[src/rtl/assert_macros.svh]
// assert_macros.svh: assertion macros used by the list store rtl
// no dependencies; taken in by `include where a module asserts
`ifndef ASSERT_MACROS_SVH
`define ASSERT_MACROS_SVH

// property checked on every rising edge, off while reset is held
`define CLS_ASSERT(lbl, clk, rst_n, prop, msg) \
  lbl: assert property (@(posedge clk) disable iff (!rst_n) prop) else $error(msg);

// property checked on every rising edge, reset included
`define CLS_ASSERT_ALWAYS(lbl, clk, prop, msg) \
  lbl: assert property (@(posedge clk) prop) else $error(msg);

`endif

[src/rtl/cls_pkg.sv]
// cls_pkg: types and constants of the compacting list store
// used by cls_cell and compacting_list_store_core; no dependencies
package cls_pkg;

  localparam int unsigned DEPTH_DEF         = 16;
  localparam int unsigned ELEMENT_WIDTH_DEF = 32;
  localparam int unsigned POS_W             = 4;
  localparam int unsigned DATA_W            = 32;
  localparam int unsigned COUNT_W           = 5;
  localparam int unsigned WIDE_W            = 64;

  typedef enum logic [2:0] {
    OP_APPEND     = 3'd0,
    OP_READ       = 3'd1,
    OP_WRITE      = 3'd2,
    OP_REMOVE_IDX = 3'd3,
    OP_REMOVE_VAL = 3'd4,
    OP_CLEAR      = 3'd5
  } op_e;

  typedef enum logic {
    ST_IDLE   = 1'b0,
    ST_COMMIT = 1'b1
  } state_e;

  // broadcast to every cell of the row
  typedef struct packed {
    logic capture;  // input beat taken: latch compare result
    logic commit;   // apply the pending command
    op_e  op;
  } cell_ctl_t;

endpackage

[src/rtl/cls_cell.sv]
// cls_cell: one slot of the list, holds an entry and its match flag
// depends on cls_pkg; instantiated in a row by compacting_list_store_core
module cls_cell #(
  parameter int unsigned K     = 0,
  parameter int unsigned EW    = cls_pkg::ELEMENT_WIDTH_DEF,
  parameter int unsigned CMP_W = cls_pkg::COUNT_W
) (
  input  logic              clk_i,
  input  cls_pkg::cell_ctl_t ctl_i,
  input  logic [EW-1:0]     word_i,
  input  logic [CMP_W-1:0]  pos_i,
  input  logic [CMP_W-1:0]  count_i,
  input  logic [EW-1:0]     next_entry_i,
  input  logic              found_i,
  output logic              found_o,
  output logic [EW-1:0]     entry_o
);

  localparam logic [CMP_W-1:0] MY_IDX = CMP_W'(K);

  logic [EW-1:0] entry_q, entry_d;
  logic          match_q;
  logic          in_list;
  logic          pos_ok;
  logic          hit;

  assign in_list = MY_IDX < count_i;
  assign pos_ok  = pos_i < count_i;
  assign hit     = match_q & in_list;
  // once this or a lower cell matched, this one and all above move down on a remove by value
  assign found_o = found_i | hit;
  assign entry_o = entry_q;

  always_comb begin
    entry_d = entry_q;
    if (ctl_i.commit) begin
      case (ctl_i.op)
        cls_pkg::OP_APPEND: begin
          if (MY_IDX == count_i) entry_d = word_i;
        end
        cls_pkg::OP_WRITE: begin
          if (pos_ok && MY_IDX == pos_i) entry_d = word_i;
        end
        cls_pkg::OP_REMOVE_IDX: begin
          if (pos_ok && MY_IDX >= pos_i) entry_d = next_entry_i;
        end
        cls_pkg::OP_REMOVE_VAL: begin
          if (found_o) entry_d = next_entry_i;
        end
        default: entry_d = entry_q;
      endcase
    end
  end

  always_ff @(posedge clk_i) begin
    entry_q <= entry_d;
    if (ctl_i.capture) begin
      match_q <= (entry_q == word_i);
    end
  end

endmodule

[src/rtl/compacting_list_store_core.sv]
// compacting_list_store_core: ordered list store built as a row of cells
// depends on cls_pkg, cls_cell and assert_macros.svh
//
//   channel | signals                                        | direction
//   --------+------------------------------------------------+----------
//   in      | in_valid_i in_ready_o command_i position_i     | to block
//           | data_word_i                                    |
//   out     | out_valid_o out_ready_i status_o read_word_o   | from block
//           | entry_count_o                                  |
//
// every command has a beat edge and a commit edge: the beat edge latches the
// command while each cell registers its compare with the word, the commit edge
// applies the update in all cells at once and loads the result register.
// the commit edge waits while a previous result is not yet taken.
// reset clears count and control; entries hold garbage until written.
module compacting_list_store_core #(
  parameter int unsigned DEPTH         = cls_pkg::DEPTH_DEF,
  parameter int unsigned ELEMENT_WIDTH = cls_pkg::ELEMENT_WIDTH_DEF
) (
  input  logic                         clk_i,
  input  logic                         rst_ni,
  input  logic                         in_valid_i,
  output logic                         in_ready_o,
  input  logic [2:0]                   command_i,
  input  logic [cls_pkg::POS_W-1:0]    position_i,
  input  logic [cls_pkg::DATA_W-1:0]   data_word_i,
  output logic                         out_valid_o,
  input  logic                         out_ready_i,
  output logic                         status_o,
  output logic [cls_pkg::DATA_W-1:0]   read_word_o,
  output logic [cls_pkg::COUNT_W-1:0]  entry_count_o
);

  `include "assert_macros.svh"

  localparam int unsigned EW    = ELEMENT_WIDTH;
  localparam int unsigned IDX_W = $clog2(DEPTH);
  localparam int unsigned CNT_W = $clog2(DEPTH + 1);
  localparam int unsigned CMP_W = (CNT_W > cls_pkg::POS_W) ? CNT_W : cls_pkg::POS_W;

  cls_pkg::state_e state_q, state_d;
  cls_pkg::op_e    cmd_q;
  logic [cls_pkg::POS_W-1:0] pos_q;
  logic [EW-1:0]   word_q;
  logic [CNT_W-1:0] count_q, count_d;

  logic            out_valid_q;
  logic            status_q;
  logic [cls_pkg::DATA_W-1:0] read_q;

  logic            in_fire;
  logic            commit;
  logic            ok;
  logic [cls_pkg::DATA_W-1:0] rd_word;

  logic [cls_pkg::WIDE_W-1:0] data_ext;
  logic [cls_pkg::WIDE_W-1:0] rd_ext;
  logic [EW-1:0]   word_in;
  logic [EW-1:0]   word_bus;
  logic [CMP_W-1:0] pos_c;
  logic [CMP_W-1:0] cnt_c;
  logic            in_range;

  cls_pkg::cell_ctl_t ctl;
  logic [EW-1:0]   entry [DEPTH];
  logic            found [DEPTH+1];

  // word cut or widened to the element width
  assign data_ext = cls_pkg::WIDE_W'(data_word_i);
  assign word_in  = data_ext[EW-1:0];
  assign word_bus = (state_q == cls_pkg::ST_IDLE) ? word_in : word_q;

  assign pos_c    = CMP_W'(pos_q);
  assign cnt_c    = CMP_W'(count_q);
  assign in_range = pos_c < cnt_c;

  assign in_fire = in_valid_i & in_ready_o;

  // next state
  always_comb begin
    state_d = state_q;
    case (state_q)
      cls_pkg::ST_IDLE:   if (in_fire) state_d = cls_pkg::ST_COMMIT;
      cls_pkg::ST_COMMIT: if (commit) state_d = cls_pkg::ST_IDLE;
      default:            state_d = cls_pkg::ST_IDLE;
    endcase
  end

  // fsm outputs
  always_comb begin
    in_ready_o = 1'b0;
    commit     = 1'b0;
    case (state_q)
      cls_pkg::ST_IDLE:   in_ready_o = 1'b1;
      cls_pkg::ST_COMMIT: commit = ~out_valid_q | out_ready_i;
      default: begin
        in_ready_o = 1'b0;
        commit     = 1'b0;
      end
    endcase
  end

  assign ctl.capture = in_fire;
  assign ctl.commit  = commit;
  assign ctl.op      = cmd_q;

  assign found[0] = 1'b0;

  for (genvar g = 0; g < DEPTH; g++) begin : g_cell
    logic [EW-1:0] next_entry;
    if (g == DEPTH - 1) begin : g_last
      assign next_entry = entry[g];
    end else begin : g_mid
      assign next_entry = entry[g+1];
    end
    cls_cell #(
      .K     (g),
      .EW    (EW),
      .CMP_W (CMP_W)
    ) u_cell (
      .clk_i        (clk_i),
      .ctl_i        (ctl),
      .word_i       (word_bus),
      .pos_i        (pos_c),
      .count_i      (cnt_c),
      .next_entry_i (next_entry),
      .found_i      (found[g]),
      .found_o      (found[g+1]),
      .entry_o      (entry[g])
    );
  end

  assign rd_ext = cls_pkg::WIDE_W'(entry[pos_c[IDX_W-1:0]]);

  // status, read data and new count of the pending command
  always_comb begin
    ok      = 1'b0;
    count_d = count_q;
    rd_word = '0;
    case (cmd_q)
      cls_pkg::OP_APPEND: begin
        ok = count_q < CNT_W'(DEPTH);
        if (ok) count_d = count_q + 1'b1;
      end
      cls_pkg::OP_READ: begin
        ok = in_range;
        if (ok) rd_word = rd_ext[cls_pkg::DATA_W-1:0];
      end
      cls_pkg::OP_WRITE: ok = in_range;
      cls_pkg::OP_REMOVE_IDX: begin
        ok = in_range;
        if (ok) count_d = count_q - 1'b1;
      end
      cls_pkg::OP_REMOVE_VAL: begin
        ok = found[DEPTH];
        if (ok) count_d = count_q - 1'b1;
      end
      cls_pkg::OP_CLEAR: begin
        ok      = 1'b1;
        count_d = '0;
      end
      default: ok = 1'b0;
    endcase
  end

  always_ff @(posedge clk_i or negedge rst_ni) begin
    if (!rst_ni) begin
      state_q     <= cls_pkg::ST_IDLE;
      count_q     <= '0;
      out_valid_q <= 1'b0;
    end else begin
      state_q <= state_d;
      if (commit) begin
        count_q     <= count_d;
        out_valid_q <= 1'b1;
      end else if (out_ready_i) begin
        out_valid_q <= 1'b0;
      end
    end
  end

  always_ff @(posedge clk_i) begin
    if (in_fire) begin
      cmd_q  <= cls_pkg::op_e'(command_i);
      pos_q  <= position_i;
      word_q <= word_in;
    end
    if (commit) begin
      status_q <= ~ok;
      read_q   <= rd_word;
    end
  end

  assign out_valid_o   = out_valid_q;
  assign status_o      = status_q;
  assign read_word_o   = read_q;
  // count only moves on a commit, together with the result register
  assign entry_count_o = cls_pkg::COUNT_W'(count_q);

  `CLS_ASSERT(a_count_bound, clk_i, rst_ni, count_q <= CNT_W'(DEPTH), "count past capacity")
  `CLS_ASSERT(a_beat_then_busy, clk_i, rst_ni, in_fire |=> !in_ready_o, "beat taken while busy")
  `CLS_ASSERT(a_remove_dec, clk_i, rst_ni,
    commit && ok && (cmd_q == cls_pkg::OP_REMOVE_IDX || cmd_q == cls_pkg::OP_REMOVE_VAL)
    |=> count_q == $past(count_q) - 1'b1, "remove did not shrink list")
  `CLS_ASSERT(a_fail_zero, clk_i, rst_ni, out_valid_o && status_o |-> read_word_o == '0,
    "failed command returned data")

endmodule
[config.mk]
export PLATFORM = sky130hd
export DESIGN_NAME = compacting_list_store_core
export DESIGN_NICKNAME = d
export VERILOG_FILES = /design/src/rtl/cls_pkg.sv /design/src/rtl/cls_cell.sv /design/src/rtl/compacting_list_store_core.sv
export VERILOG_INCLUDE_DIRS = /design/src /design/src/rtl
export SDC_FILE = /design/constraint.sdc
export NUM_CORES = 1
export LEC_CHECK = 0
export ABC_AREA = 1
export BUFFER_PORTS_ARGS = -buffer_cell sky130_fd_sc_hd__buf_2
export CORE_ASPECT_RATIO = 1.5
export CORE_MARGIN = 2
export CORE_UTILIZATION = 25
export CTS_CLUSTER_DIAMETER = 50
export DETAILED_ROUTE_END_ITERATION = 6
export PLACE_DENSITY = 0.48
export SYNTH_ARGS = -nofsm -noshare
export SYNTH_HDL_FRONTEND = slang
export SYNTH_SLANG_ARGS = --single-unit
[constraint.sdc]
create_clock -name clk_i -period 9.7 [get_ports clk_i]
set_input_delay 0.97 -clock clk_i [delete_from_list [all_inputs] [get_ports clk_i]]
set_output_delay 0.97 -clock clk_i [all_outputs]
set_load 0.05 [all_outputs]
==> run summary <==
================================================================================
Mean Syn Cell Area                                                     9.59 um^2
Number of enable-type register cells in the synthesized netlist              600
Total die area                                                       141000 um^2
Power dissipated by switching net loads                                0.00349 W
Number of nets in the final layout                                          3621
DR DRC count                                                                   0
Cell with the most instances after synthesis                        sky130_fd_sc_hd__o21ai_0
Cell count after synthesis                                                  3586
Cell repeated most along the worst path                             sky130_fd_sc_hd__inv_1
Static leakage power                                                     14.7 nW
I/O pin count                                                                 83
Starting Density                                                           25.2%
Slack of the critical path                                               5600 ps
Floorplan row count                                                          166
Total power density per cell area                                    226 nW/um^2
TritonCTS clock tree                                                        done
Part of the total power dissipated in sequential elements                  38.8%
Portion of total power attributed to combinational logic                   30.1%
Count of hold-fix buffers inserted at cts                                      0
Share of layout cells above drive strength 1                               8.83%
Required time reported for the critical path endpoint                   10030 ps
Reg-to-reg critical path startpoint                                 entry_count_o[2]
Clock insertion delay at the later pin of the skew report                 690 ps
Total clock sinks                                                            607
Register-to-register path setup slack                                    5600 ps
Placeable core area                                                  136000 um^2
Total area of multi-input combinational cells                         13200 um^2
Most area-consuming cells after synthesis                           sky130_fd_sc_hd__edfxtp_1 (52%), sky130_fd_sc_hd__xor2_1 (9.3%), sky130_fd_sc_hd__o21ai_0 (8.8%)
Hold violation count in the final report                                       0
Synth cell count leaders                                            sky130_fd_sc_hd__o21ai_0 (604), sky130_fd_sc_hd__edfxtp_1 (600), sky130_fd_sc_hd__inv_1 (526)
Area added between synthesis and finish                                    12.4%
Setup slack at placement                                                 5760 ps
Slew at the pin with the worst max-slew slack                            1360 ps
Count of port buffers added during placement                                  82
Outcome                                                             finished, final reports clean
Crit path kind                                                           reg2reg
Drt first-iter violations                                                   4634
Number of inserted filler cells in the final layout                        14400
Share of synthesized area occupied by flip-flops and latches               52.9%
Setup Viol. Count Final                                                        0
Reg-to-reg endpoint                                                 g_cell[14].u_cell.entry_o[5]
Startpoint kind of the worst setup timing path                          register
Syn nets                                                                    3637
Element type at the critical path end                                   register
Share of async-settable or async-resettable flops after synthesis          1.15%
Master cell of the clock root buffer                                sky130_fd_sc_hd__clkbuf_16
Detailed Routing Iterations Pass 1                                             6
Average wire length per cell after detail routing                        33.7 um
Die extent in x                                                           307 um
Net switching share of the total power                                     40.0%
Combined global-route utilization of all metal layers                      25.3%
Worst Path Buf+Inv                                                             5
Number of warnings printed during yosys synthesis                              0
Cell class contributing the biggest share of worst-path delay       buffers and inverters
Overall die height                                                        458 um
Final clock skew                                                         47.6 ps
Cell type with the largest total area after synthesis               sky130_fd_sc_hd__edfxtp_1
H-tree depth reported by CTS                                                   3
Global-route wire length before repair                                    244 mm
Number of max-cap violations                                                   0
Footprint of the flip-flops and latches                               18200 um^2
Global-route congestion overflow total                                         0
Count of instances resized after the clock tree is built                       0
Vias in the first global route                                             28300
Maximum clock frequency                                                  244 MHz
Total count of max-transition violations in the final report                   0
Remaining max-slew budget at the tightest pin                              9.33%
Setup TNS Final                                                             0 ps
Detailed placer's ending HPWL                                             128 mm
Number of buffers inserted during clock tree synthesis                        69
Area share of the largest cell type after synthesis                        52.4%
CP peak stage delay                                                       620 ps
Cells on worst reg2reg path                                                   12
Number of antenna violations at the first check in global routing              8
Crit. Startpoint                                                    entry_count_o[2]
Pin count of the biggest net entering global routing                         161
Routed wire length                                                        182 mm
Cells along the critical path                                       inv_1 -> ha_1 -> nand2_1 -> inv_1 -> o21ai_0 -> nand3_2 -> inv_1 -> nand2_1 -> o21ai_0 -> nand4_1 -> inv_2 -> buf_4
RSZ-0062 raised after global routing                                          no
Most used flip-flop cell after synthesis                            sky130_fd_sc_hd__edfxtp_1
Total vias in the final route                                              29600
Tmin final                                                               4100 ps
Worst-path clk slew                                                        60 ps
Number of storage elements in the synthesis netlist                          607
Distinct cell type count after synthesis                                      49
Cell with the largest stage delay on the worst path                 sky130_fd_sc_hd__dfrtp_1
Worst Path Max Fanout                                                         18
Final estimated routing congestion in global placement                      1.04
Worst vdd ir                                                          0.000109 V
Data arrival time of the critical path                                   4430 ps
Remaining antenna violation count after routing                                0
Number of setup buffers added after CTS                                        0
Total internal power                                                   0.00524 W
Final critical-path share of the clock period                              42.3%
Number of vias per cell after detailed routing                              5.49
Synthesized cell area                                                 34400 um^2
Worst min-delay path class                                              in2async
Clock power share                                                          31.1%
Clock tree buffer depth                                                        3
================================================================================
routing by layer:
metal  part of all wire (%)  vias up  global-route usage, %
met2                     47     1950                   41.8
met4                     11        4                   23.8
met1                     34    14800                   27.7
li1                       -    12300                      -
met5                  0.014        -                      0
met3                    7.8      515                   4.03
cell usage in the layout (no fill, tap or decap), types with 6 or more instances in the layout:
cell / n
sky130_fd_sc_hd__a21oi_1: 21
sky130_fd_sc_hd__a21oi_4: 6
sky130_fd_sc_hd__a22oi_1: 46
sky130_fd_sc_hd__a41oi_1: 22
sky130_fd_sc_hd__buf_2: 82
sky130_fd_sc_hd__buf_4: 47
sky130_fd_sc_hd__clkbuf_1: 9
sky130_fd_sc_hd__clkbuf_16: 69
sky130_fd_sc_hd__clkinv_1: 15
sky130_fd_sc_hd__clkinv_4: 7
sky130_fd_sc_hd__clkinv_8: 6
sky130_fd_sc_hd__dfrtp_1: 7
sky130_fd_sc_hd__diode_2: 8
sky130_fd_sc_hd__edfxtp_1: 600
sky130_fd_sc_hd__ha_1: 8
sky130_fd_sc_hd__inv_1: 521
sky130_fd_sc_hd__inv_2: 9
sky130_fd_sc_hd__nand2_1: 487
sky130_fd_sc_hd__nand2_2: 12
sky130_fd_sc_hd__nand2_4: 28
sky130_fd_sc_hd__nand3_1: 44
sky130_fd_sc_hd__nand4_1: 102
sky130_fd_sc_hd__nor2_1: 133
sky130_fd_sc_hd__nor2_4: 16
sky130_fd_sc_hd__nor3_1: 11
sky130_fd_sc_hd__nor4_1: 12
sky130_fd_sc_hd__o2111ai_1: 12
sky130_fd_sc_hd__o21ai_0: 604
sky130_fd_sc_hd__o21ai_1: 19
sky130_fd_sc_hd__o221ai_1: 46
sky130_fd_sc_hd__o22ai_1: 154
sky130_fd_sc_hd__xnor2_1: 37
sky130_fd_sc_hd__xor2_1: 366
worst max-delay path by stage:
stage                     slack (ps)                       endpoint  cells past startpoint
after floorplan                 4330    g_cell[0].u_cell.entry_o[0]                      8
after global placement          5730  g_cell[14].u_cell.entry_o[10]                     12
after global routing            5570   g_cell[14].u_cell.entry_o[5]                     12
after detailed placement        5760   g_cell[14].u_cell.entry_o[9]                     12
final                           5600   g_cell[14].u_cell.entry_o[5]                     12
after CTS                       5770   g_cell[14].u_cell.entry_o[5]                     12
layout make-up:
cell class | instances | share of cell area (%)
Inverter | 532 | 5.20
Sequential cell | 607 | 47.0
Antenna cell | 8 | 0.0518
Clock buffer | 80 | 4.62
Multi-Input combinational cell | 2229 | 34.2
Clock inverter | 43 | 1.14
Tap cell | 1764 | 5.71
Timing Repair Buffer | 131 | 2.08
registers in the layout, summed over array words and instances (netlist names):
signal and count:
entry_count_o 5, word_q 32, state_q 1, g_cell.u_cell.match_q 16
status_o 1, read_word_o 32, pos_q 4, out_valid_o 1
g_cell.u_cell.entry_o 512, cmd_q 3
metrics by stage:
step / total power (W) / instance area [um^2] / utilization [%] / std cells / hold WS (ps)
after floorplan: 0.00481 / 34400 / - / 3586 / 561
after global placement: 0.00595 / 36400 / 26.7 / 5263 / 539
after detailed placement: 0.00595 / 36400 / 26.7 / 5263 / 530
after CTS: 0.00864 / 38700 / 28.3 / 5386 / 153
after global routing: 0.00891 / 38700 / 28.3 / 5387 / 176
final: 0.00873 / 38700 / 28.3 / 5394 / 168
worst reg2reg max path, stage by stage (launching register included):
cell                      delay [ps]
sky130_fd_sc_hd__dfrtp_1         620
sky130_fd_sc_hd__inv_1           300
sky130_fd_sc_hd__ha_1            370
sky130_fd_sc_hd__nand2_1          60
sky130_fd_sc_hd__inv_1            30
sky130_fd_sc_hd__o21ai_0         190
sky130_fd_sc_hd__nand3_2         220
sky130_fd_sc_hd__inv_1           390
sky130_fd_sc_hd__nand2_1         170
sky130_fd_sc_hd__o21ai_0         230
sky130_fd_sc_hd__nand4_1         160
sky130_fd_sc_hd__inv_2           500
sky130_fd_sc_hd__buf_4           480
logic make-up after synthesis:
kind of cell / share of synthesized area, %
AOI/OAI and AO/OA: 15.8
and+or+nand+nor: 11.5
buffers and inverters: 9.25
DFF: 52.9
xor gates and xnor gates: 10.3
adders and majority gates: 0.291
power groups by stage:
stage / logic [W] / clock network [W] / registers, W
6_report: 0.00263 / 0.00272 / 0.00339
5_1_grt: 0.00269 / 0.00282 / 0.00340
4_1_cts: 0.00253 / 0.00273 / 0.00338
3_5_place_dp: 0.00252 / 0 / 0.00344
3_3_place_gp: 0.00252 / 0 / 0.00343
2_1_floorplan: 0.00137 / 0 / 0.00344
Note: power is estimated with default switching activity, not from simulation.
